$ cat config.mk
export PLATFORM = sky130hd
export DESIGN_NAME = bf_innermost_loop_classifier_core
export DESIGN_NICKNAME = d
export VERILOG_FILES = /design/src/rtl/ilc_pkg.sv /design/src/rtl/ilc_in_stage.sv /design/src/rtl/ilc_tracker.sv /design/src/rtl/ilc_out_stage.sv /design/src/rtl/bf_innermost_loop_classifier_core.sv
export SDC_FILE = /design/constraint.sdc
export NUM_CORES = 1
export LEC_CHECK = 0
export BUFFER_PORTS_ARGS = -buffer_cell sky130_fd_sc_hd__buf_2
export CORE_MARGIN = 2
export CORE_UTILIZATION = 50
export DETAILED_ROUTE_END_ITERATION = 8
export PLACE_DENSITY = 0.76
export REMOVE_ABC_BUFFERS = 1
export SLEW_MARGIN = 20
export SYNTH_ARGS = -nofsm -noshare
export SYNTH_HDL_FRONTEND = slang
export SYNTH_SLANG_ARGS = --single-unit
$ cat constraint.sdc
create_clock -name clk -period 4.4 [get_ports clk]
set_input_delay 0.88 -clock clk [delete_from_list [all_inputs] [get_ports clk]]
set_output_delay 0.88 -clock clk [all_outputs]
set_load 0.01 [all_outputs]
$ cat src/rtl/ilc_pkg.sv
`timescale 1ns / 1ps

package ilc_pkg;

    // Program length; positions count modulo this value.
    localparam int unsigned MAX_PROGRAM = 65536;
    localparam int unsigned POS_W       = (MAX_PROGRAM > 2) ? $clog2(MAX_PROGRAM) : 1;
    localparam int unsigned START_W     = 16;
    localparam int unsigned CNT_W       = 17;

    localparam logic [POS_W-1:0] POS_LAST = POS_W'(MAX_PROGRAM - 1);

    localparam logic signed [CNT_W-1:0] CNT_MAX = {1'b0, {(CNT_W-1){1'b1}}};
    localparam logic signed [CNT_W-1:0] CNT_MIN = {1'b1, {(CNT_W-1){1'b0}}};
    localparam logic signed [CNT_W-1:0] CNT_ONE = CNT_W'(1);
    localparam logic signed [CNT_W-1:0] CNT_NEG_ONE = {CNT_W{1'b1}};

    // Command characters
    localparam logic [7:0] SYM_OPEN   = 8'h5B;  // [
    localparam logic [7:0] SYM_CLOSE  = 8'h5D;  // ]
    localparam logic [7:0] SYM_RIGHT  = 8'h3E;  // >
    localparam logic [7:0] SYM_LEFT   = 8'h3C;  // <
    localparam logic [7:0] SYM_INC    = 8'h2B;  // +
    localparam logic [7:0] SYM_DEC    = 8'h2D;  // -
    localparam logic [7:0] SYM_OUTPUT = 8'h2E;  // .
    localparam logic [7:0] SYM_INPUT  = 8'h2C;  // ,

    typedef enum logic [2:0] {
        KIND_SIMPLE_STILL = 3'd0,
        KIND_SIMPLE_SHIFT = 3'd1,
        KIND_SCAN         = 3'd2,
        KIND_OTHER        = 3'd3,
        KIND_IO           = 3'd4
    } kind_t;

    typedef struct packed {
        logic [START_W-1:0] loop_start;
        kind_t              loop_kind;
    } result_t;

    typedef struct packed {
        logic       valid;
        logic [7:0] symbol;
        logic       first;
    } item_t;

    // Low bits of the position, zero-extended when the position is narrow.
    function automatic logic [START_W-1:0] to_start(input logic [POS_W-1:0] pos);
        logic [POS_W+START_W-1:0] ext;
        begin
            ext = (POS_W+START_W)'(pos);
            return ext[START_W-1:0];
        end
    endfunction

    function automatic logic signed [CNT_W-1:0] sat_step(
        input logic signed [CNT_W-1:0] v,
        input logic                    down
    );
        logic signed [CNT_W-1:0] r;
        begin
            if (down)
                r = (v == CNT_MIN) ? v : v - CNT_ONE;
            else
                r = (v == CNT_MAX) ? v : v + CNT_ONE;
            return r;
        end
    endfunction

endpackage

$ cat src/rtl/ilc_in_stage.sv
`timescale 1ns / 1ps

module ilc_in_stage (
    input  logic            clk,
    input  logic            rst_n,
    input  logic            symbol_valid,
    output logic            symbol_stall,
    input  logic [7:0]      symbol,
    input  logic            first,
    input  logic            advance,
    output ilc_pkg::item_t  item
);

    logic       valid_reg;
    logic       valid_next;
    logic [7:0] symbol_reg;
    logic       first_reg;
    logic       accept;

    assign symbol_stall = valid_reg && !advance;
    assign accept       = symbol_valid && !symbol_stall;
    assign valid_next   = accept || (valid_reg && !advance);

    always_ff @(posedge clk or negedge rst_n)
    begin
        if (!rst_n)
        begin
            valid_reg <= 1'b0;
        end
        else
        begin
            valid_reg <= valid_next;
        end
    end

    always_ff @(posedge clk)
    begin
        if (accept)
        begin
            symbol_reg <= symbol;
            first_reg  <= first;
        end
    end

    assign item.valid  = valid_reg;
    assign item.symbol = symbol_reg;
    assign item.first  = first_reg;

endmodule

$ cat src/rtl/ilc_tracker.sv
`timescale 1ns / 1ps

module ilc_tracker (
    input  logic              clk,
    input  logic              rst_n,
    input  ilc_pkg::item_t    item,
    input  logic              advance,
    output logic              emit,
    output ilc_pkg::result_t  result
);

    logic [ilc_pkg::POS_W-1:0]         position_reg, position_next, here;
    logic                              in_loop_reg, in_loop_next, in_loop_cur;
    logic                              no_io_reg, no_io_next, no_io_cur;
    logic                              no_move_reg, no_move_next, no_move_cur;
    logic                              moves_only_reg, moves_only_next, moves_only_cur;
    logic [ilc_pkg::POS_W-1:0]         open_pos_reg, open_pos_next, open_pos_cur;
    logic signed [ilc_pkg::CNT_W-1:0]  net_shift_reg, net_shift_next, net_shift_cur;
    logic signed [ilc_pkg::CNT_W-1:0]  cell_change_reg, cell_change_next, cell_change_cur;
    ilc_pkg::kind_t                    kind;

    // A first byte sees the reset state.
    always_comb
    begin
        if (item.first)
        begin
            here            = '0;
            in_loop_cur     = 1'b0;
            no_io_cur       = 1'b0;
            no_move_cur     = 1'b1;
            moves_only_cur  = 1'b1;
            open_pos_cur    = '0;
            net_shift_cur   = '0;
            cell_change_cur = '0;
        end
        else
        begin
            here            = position_reg;
            in_loop_cur     = in_loop_reg;
            no_io_cur       = no_io_reg;
            no_move_cur     = no_move_reg;
            moves_only_cur  = moves_only_reg;
            open_pos_cur    = open_pos_reg;
            net_shift_cur   = net_shift_reg;
            cell_change_cur = cell_change_reg;
        end
    end

    always_comb
    begin
        if (no_io_cur && (net_shift_cur == '0)
            && (cell_change_cur == ilc_pkg::CNT_ONE || cell_change_cur == ilc_pkg::CNT_NEG_ONE))
            kind = no_move_cur ? ilc_pkg::KIND_SIMPLE_STILL : ilc_pkg::KIND_SIMPLE_SHIFT;
        else if (!no_io_cur)
            kind = ilc_pkg::KIND_IO;
        else
            kind = moves_only_cur ? ilc_pkg::KIND_SCAN : ilc_pkg::KIND_OTHER;
    end

    always_comb
    begin
        in_loop_next     = in_loop_cur;
        no_io_next       = no_io_cur;
        no_move_next     = no_move_cur;
        moves_only_next  = moves_only_cur;
        open_pos_next    = open_pos_cur;
        net_shift_next   = net_shift_cur;
        cell_change_next = cell_change_cur;
        emit             = 1'b0;

        unique case (item.symbol)
            ilc_pkg::SYM_OPEN:
            begin
                in_loop_next     = 1'b1;
                no_move_next     = 1'b1;
                moves_only_next  = 1'b1;
                no_io_next       = 1'b1;
                open_pos_next    = here;
                net_shift_next   = '0;
                cell_change_next = '0;
            end
            ilc_pkg::SYM_CLOSE:
            begin
                if (in_loop_cur)
                begin
                    emit             = 1'b1;
                    in_loop_next     = 1'b0;
                    net_shift_next   = '0;
                    cell_change_next = '0;
                end
            end
            ilc_pkg::SYM_RIGHT, ilc_pkg::SYM_LEFT:
            begin
                no_move_next   = 1'b0;
                net_shift_next = ilc_pkg::sat_step(net_shift_cur,
                                                   item.symbol == ilc_pkg::SYM_LEFT);
            end
            ilc_pkg::SYM_INC, ilc_pkg::SYM_DEC:
            begin
                moves_only_next = 1'b0;
                // Only changes made while back on the starting cell count.
                if (net_shift_cur == '0)
                    cell_change_next = ilc_pkg::sat_step(cell_change_cur,
                                                         item.symbol == ilc_pkg::SYM_DEC);
            end
            ilc_pkg::SYM_OUTPUT, ilc_pkg::SYM_INPUT:
            begin
                no_io_next = 1'b0;
            end
            default:
            begin
            end
        endcase

        position_next = (here == ilc_pkg::POS_LAST) ? '0 : here + 1'b1;
    end

    assign result.loop_start = ilc_pkg::to_start(open_pos_cur);
    assign result.loop_kind  = kind;

    always_ff @(posedge clk or negedge rst_n)
    begin
        if (!rst_n)
        begin
            position_reg    <= '0;
            in_loop_reg     <= 1'b0;
            no_io_reg       <= 1'b0;
            no_move_reg     <= 1'b1;
            moves_only_reg  <= 1'b1;
            open_pos_reg    <= '0;
            net_shift_reg   <= '0;
            cell_change_reg <= '0;
        end
        else if (advance)
        begin
            position_reg    <= position_next;
            in_loop_reg     <= in_loop_next;
            no_io_reg       <= no_io_next;
            no_move_reg     <= no_move_next;
            moves_only_reg  <= moves_only_next;
            open_pos_reg    <= open_pos_next;
            net_shift_reg   <= net_shift_next;
            cell_change_reg <= cell_change_next;
        end
    end

endmodule

$ cat src/rtl/ilc_out_stage.sv
`timescale 1ns / 1ps

module ilc_out_stage (
    input  logic              clk,
    input  logic              rst_n,
    input  logic              load,
    input  ilc_pkg::result_t  result,
    output logic              full,
    output logic              loop_valid,
    input  logic              loop_stall,
    output logic [15:0]       loop_start,
    output logic [2:0]        loop_kind
);

    logic             valid_reg;
    logic             valid_next;
    ilc_pkg::result_t result_reg;

    // Hold while stalled; a load only happens when the register can take it.
    assign valid_next = load || (valid_reg && loop_stall);

    always_ff @(posedge clk or negedge rst_n)
    begin
        if (!rst_n)
        begin
            valid_reg <= 1'b0;
        end
        else
        begin
            valid_reg <= valid_next;
        end
    end

    always_ff @(posedge clk)
    begin
        if (load)
        begin
            result_reg <= result;
        end
    end

    assign full       = valid_reg && loop_stall;
    assign loop_valid = valid_reg;
    assign loop_start = result_reg.loop_start;
    assign loop_kind  = 3'(result_reg.loop_kind);

endmodule

$ cat src/rtl/bf_innermost_loop_classifier_core.sv
`timescale 1ns / 1ps

// Innermost-loop classifier. Program bytes enter on the symbol channel, one
// transfer per byte, with first marking the byte at position 0 of a new
// program. Each closing bracket that ends an open loop yields one transfer
// on the loop channel: the position of its opening bracket and the loop
// kind (simple without shift, simple with shift, scan, other, io); all
// other bytes yield nothing. The block takes one byte per cycle while the
// input is not stalled: a byte is registered on entry, and when it advances
// it updates the loop state and loads any result into the output register,
// which holds it until the loop channel takes it. The input stalls only when
// a byte that closes a loop meets a full, stalled output register.

module bf_innermost_loop_classifier_core (
    input  logic        clk,
    input  logic        rst_n,
    input  logic        symbol_valid,
    output logic        symbol_stall,
    input  logic [7:0]  symbol,
    input  logic        first,
    output logic        loop_valid,
    input  logic        loop_stall,
    output logic [15:0] loop_start,
    output logic [2:0]  loop_kind
);

    ilc_pkg::item_t   item;
    ilc_pkg::result_t result;
    logic             emit;
    logic             out_full;
    logic             advance;

    // Drop a byte into the tracker unless its result has nowhere to go.
    assign advance = item.valid && !(emit && out_full);

    ilc_in_stage u_in_stage (
        .clk          (clk),
        .rst_n        (rst_n),
        .symbol_valid (symbol_valid),
        .symbol_stall (symbol_stall),
        .symbol       (symbol),
        .first        (first),
        .advance      (advance),
        .item         (item)
    );

    ilc_tracker u_tracker (
        .clk     (clk),
        .rst_n   (rst_n),
        .item    (item),
        .advance (advance),
        .emit    (emit),
        .result  (result)
    );

    ilc_out_stage u_out_stage (
        .clk        (clk),
        .rst_n      (rst_n),
        .load       (advance && emit),
        .result     (result),
        .full       (out_full),
        .loop_valid (loop_valid),
        .loop_stall (loop_stall),
        .loop_start (loop_start),
        .loop_kind  (loop_kind)
    );

endmodule
## Word-level counts from Yosys, hierarchy flattened

Cells that the tools add are included.

- Register bits: 100
- Bits of input ports: 13
- Output and inout bits: 21
- Logic and storage cells: 83

- Add/sub/neg operators: 5
- Eq/ne operators: 15
- Multiplexer cells: 31
- Reductions and logical operators: 18

Operators with widths:

| cell | number |
|---|---|
| $mux W17 | 11 |
| $pmux W17 S3 | 2 |
| $eq A17 B17 Y1 const B | 4 |
| $mux W16 | 4 |
| $eq A8 B6 Y1 const B | 6 |
| $add A17 B2 Y17 const B | 2 |
| $sub A17 B2 Y17 const B | 2 |
| $eq A17 B1 Y1 const B | 1 |
| $eq A17 B2 Y1 const B | 1 |
| $logic_not A17 Y1 | 1 |
| $add A16 B1 Y16 const B | 1 |
| $eq A16 B16 Y1 const B | 1 |
| $eq A8 B7 Y1 const B | 2 |
| $logic_and A1 B1 Y1 | 8 |
| $mux W1 | 8 |
| $pmux W1 S2 | 4 |
| $mux W3 | 2 |
| $reduce_or A2 Y1 | 3 |
| $logic_not A1 Y1 | 3 |
| $logic_or A1 B1 Y1 | 3 |

## Depth between registers and ports, before layout

- Depth after elaboration: 11
- Gate-level depth with buffers: 14
- Gate-level depth less buffers: 11

## Modules after synthesis

Synthesis repeated with hierarchy kept, for this count alone.

- Cells, all modules: 698
- Area total of the unflattened synthesis: 6461.2 µm²

By module, submodules not included:

| module | times used | cells an instance | area each (µm²) |
|---|---|---|---|
| ilc_tracker | 1 | 658 | 5492.8 |
| ilc_out_stage | 1 | 22 | 609.3 |
| ilc_in_stage | 1 | 16 | 342.8 |
| bf_innermost_loop_classifier_core | 1 | 2 | 16.3 |

## Worst setup path after synthesis

OpenSTA, ideal clock, no wires.

- Kind: register to register
- Start: reg u_in_stage.first_reg
- End: reg u_tracker.position_reg[11] (netlist bit)
- Library setup time: 0.121 ns
- Arrival: 3.025 ns
- Setup slack: 1.254 ns
- Stages on the path, launching flop included: 14
- Buffers on the path: 5
- Clock period less this slack: 3.146 ns
- Cell sequence: edfxtp_1 -> clkbuf_1 -> buf_2 -> clkbuf_1 -> buf_1 -> clkbuf_1 -> nor2b_1 -> ha_1 -> nand2_1 -> nor4_2 -> a41oi_2 -> nand2_1 -> o21ai_0 -> a22o_1

- Word-level cells in the longest chain between the ends: 6

Ends and longest elaborated chain:

| element | RTL line | source |
|---|---|---|
| from (decl) | ilc_in_stage.sv:17 | `logic first_reg;` |
| from (signal assigned) | ilc_in_stage.sv:41 | `first_reg <= first;` |
| parallel branches: the longest is 6 deep, another holds $add A16 B1 Y16 | n/a |  |
| to (signal assigned) | ilc_tracker.sv:136 | `position_reg <= position_next;` |
| to (decl) | ilc_tracker.sv:12 | `logic [ilc_pkg::POS_W-1:0] position_reg, position_next, here;` |

Parallel ways; which one is timed is not known.
A chain may end at the register's enable or synchronous reset.

## Worst setup path after layout

Ends and elaborated chain as after synthesis.

==> run metrics <==
status=complete, no violations; number of flops mapped to enable cells by yosys=28; die height=roughly 120 µm; antenna cell count=0; YS warnings=0; delay-heaviest family, CP=simple AND/OR/NAND/NOR gates; Final Hold Vio Count=0; Hold Path Class=reg -> reg; Int Pwr=0.00148 W; TritonRoute pass-1 iters=5; Psw=0.000532 W; first-pass GRT wire length=28,100 µm; fmax=approximately 290 MHz; Final ANT Viol Nets=0; initial core utilization=between 50 and 60%; aggregate global routing overflow=0; min Tclk post-route=3.40 ns; FP Rows=40; worst slew pin tran=0.801 ns; sequential share of the synthesized area=42.7%; initial antenna violation count=0; worst path required time=4.65 ns; Final #Nets=743; Clock power frac=approximately two fifths; H-Tree Depth=3; WL final=16,900 µm; routed len/inst=18.9 µm; worst path arrival time=3.66 ns; Slew Viols, Final=0; max incr delay on CP=a little over 0.7 ns; clock-pin slew on the worst setup and hold paths=0.08 ns; commonest non-fill, non-tap cell in the layout=nand2_1; routability congestion estimate=0.964; slowest CP cell=edfxtp_1; CTS sink cnt=100; Worst Setup End Kind=flop; initial DRC count=656; Clock Tree Root=clkbuf_16; Die W=115 µm; share of layout cells above drive strength 1=about 12%; vias in the first global route=~5,400; Post-Syn Instances=704; P per Cell Area=294 nW/µm²; CTS resizes=0; Metal-1 WL=7700 µm; Top FF cell, synth=dfrtp_1; core area=12,100 µm²; Post-CTS Setup Bufs=0; Worst Path Buf+Inv=2; Slew Limit Headroom=46.6%; CP most frequent cell=nand2_1; combinational power share=8.9%; IO Port Bufs=33; Post-DP HPWL=roughly 12,000 µm; unrepaired setup endpoints after global routing=no; routed length on met2=7700 µm; wire length on met3=1270 µm; GRT Resource Usage Total=26.8%; Netlist Area Pre-Place=6190 µm²; highest routed layer=met4; clock skew=0.0117 ns; DR vias/cell=6.41; count of final setup violators=0; post-route setup TNS=0 ns; post-synthesis async set-or-reset flop share=72.0%; Mapped Avg Cell Area=8.80 µm²; max cap viols=0; area growth from synthesis to layout=10.8%; switching power share of the total=26.4%; crit path kind=reg -> reg; commonest non-fill, non-tap cells in the layout=85 x nand2_1, 71 x o21ai_0, 70 x dfrtp_1; peak supply drop=0.295 mV; Placed Cells incl. Taps=around 900; Via Count=between 5,000 and 6,000; peak fanout along the critical path=34; hold_buf cts=0; CTS tree=built; Synth Register Bits=100; total CTS buffers=9; post-route DRC violation count=0; Clk Latency, worst-skew pair=0.36 ns; Ports=34; Critical Path Start Type=flop; CTS Buffer Depth=2; Flop pwr share=49.7%; crit-path cells=buf_12, nand2b_1, inv_1, ha_1, nand2_1, nor4_2, a41oi_2, nand2_1, o21ai_0, a22o_1; Final period util=77.3%; LEAKAGE=approximately 2.7 nW; Die Area=13,300 µm²; Layout Cells excl Fill=around 900; Yosys cell types=83; largest net degree at the start of global routing=between 40 and 50
## final timing paths
kind                                                            from                                        to  slack [ns]  cells past startpoint
worst min register to register  u_tracker.moves_only_reg$_DFFE_PN1P_      u_tracker.moves_only_reg$_DFFE_PN1P_        0.50                      2
min in group asynchronous                                      rst_n  u_tracker.cell_change_reg[4]$_DFFE_PN0P_        0.55                      1
worst max register to register        u_in_stage.first_reg$_DFFE_PP_    u_tracker.position_reg[11]$_DFFE_PN0P_         1.0                     10
max in group asynchronous                                      rst_n         u_tracker.no_move_reg$_DFFE_PN1P_        2.94                      2
worst min-delay path            u_tracker.moves_only_reg$_DFFE_PN1P_      u_tracker.moves_only_reg$_DFFE_PN1P_        0.50                      2
worst max-delay path                  u_in_stage.first_reg$_DFFE_PP_    u_tracker.position_reg[11]$_DFFE_PN0P_         1.0                     10
## area by class of cell
type | count | area [µm²]
Fill cell | 1070 | 5200
Inverter | 22 | 82.6
Clock buffer | 9 | 225
Sequential cell | 100 | 2650
Timing Repair Buffer | 50 | 305
Multi-Input combinational cell | 541 | 3310
Tap cell | 168 | 210
Clock inverter | 7 | 82.6
## cells by family (layout without fill, tap and decap cells)
logic type | Yosys count | in the layout | share of synthesized area (%)
AOI/OAI and AO/OA | 241 | 241 | 26.2
muxes | 3 | 3 | 0.485
and+or+nand+nor | 289 | 289 | 25.1
buffers and inverters | 63 | 88 | 4.00
adders and majority gates | 6 | 6 | 1.21
DFF | 100 | 100 | 42.7
xor gates and xnor gates | 2 | 2 | 0.283
## stage by stage
step	total power, W	setup WS, ns	hold WS (ns)	util, %	cell area [µm²]
floorplan	0.00112	-0.254	0.464	-	6030
CTS	0.00203	1.03	0.500	56.9	6860
detailed placement	0.00120	1.04	0.487	54.3	6550
global route	0.00209	0.596	0.519	56.9	6860
global placement	0.00119	1.11	0.480	54.3	6550
finish	0.00201	0.997	0.500	56.9	6860
## synth_stat cells, types with 8 or more instances
master | number | area [µm²]
a21o_1 | 8 | 60.1
a21oi_1 | 40 | 200
a22o_1 | 10 | 87.6
a22oi_1 | 17 | 128
a31oi_1 | 10 | 62.6
and3_1 | 8 | 50.1
buf_2 | 8 | 40.0
clkbuf_1 | 30 | 113
dfrtp_1 | 70 | 1750
edfxtp_1 | 28 | 841
inv_1 | 22 | 82.6
nand2_1 | 85 | 319
nand2b_1 | 9 | 56.3
nand3_1 | 21 | 105
nand4_1 | 16 | 100
nor2_1 | 43 | 161
nor2b_1 | 29 | 181
nor3_1 | 17 | 85.1
nor4_1 | 9 | 56.3
o21ai_0 | 71 | 355
or3_1 | 8 | 50.1
## worst min-delay path, cell delays in order, from the launching register on
cell,delay (ns)
dfstp_2,0.37
nor2_1,0.09
nor2_1,0.04
## power groups by stage
stage / sequential (W) / clock [W] / combinational [W]
after floorplan: 0.00102 / 0 / 0.0000978
final: 0.00100 / 0.000833 / 0.000179
after global placement: 0.00102 / 0 / 0.000176
after detailed placement: 0.00102 / 0 / 0.000177
after global routing: 0.00100 / 0.000884 / 0.000198
after CTS: 0.00100 / 0.000853 / 0.000178
## routing by layer
layer,vias to the layer above,GRT usage (%)
li1,2708,-
met4,0,7.95
met2,243,40.6
met1,2778,38.5
met5,-,0
met3,21,6.38
(Power assumes the default switching activity.)
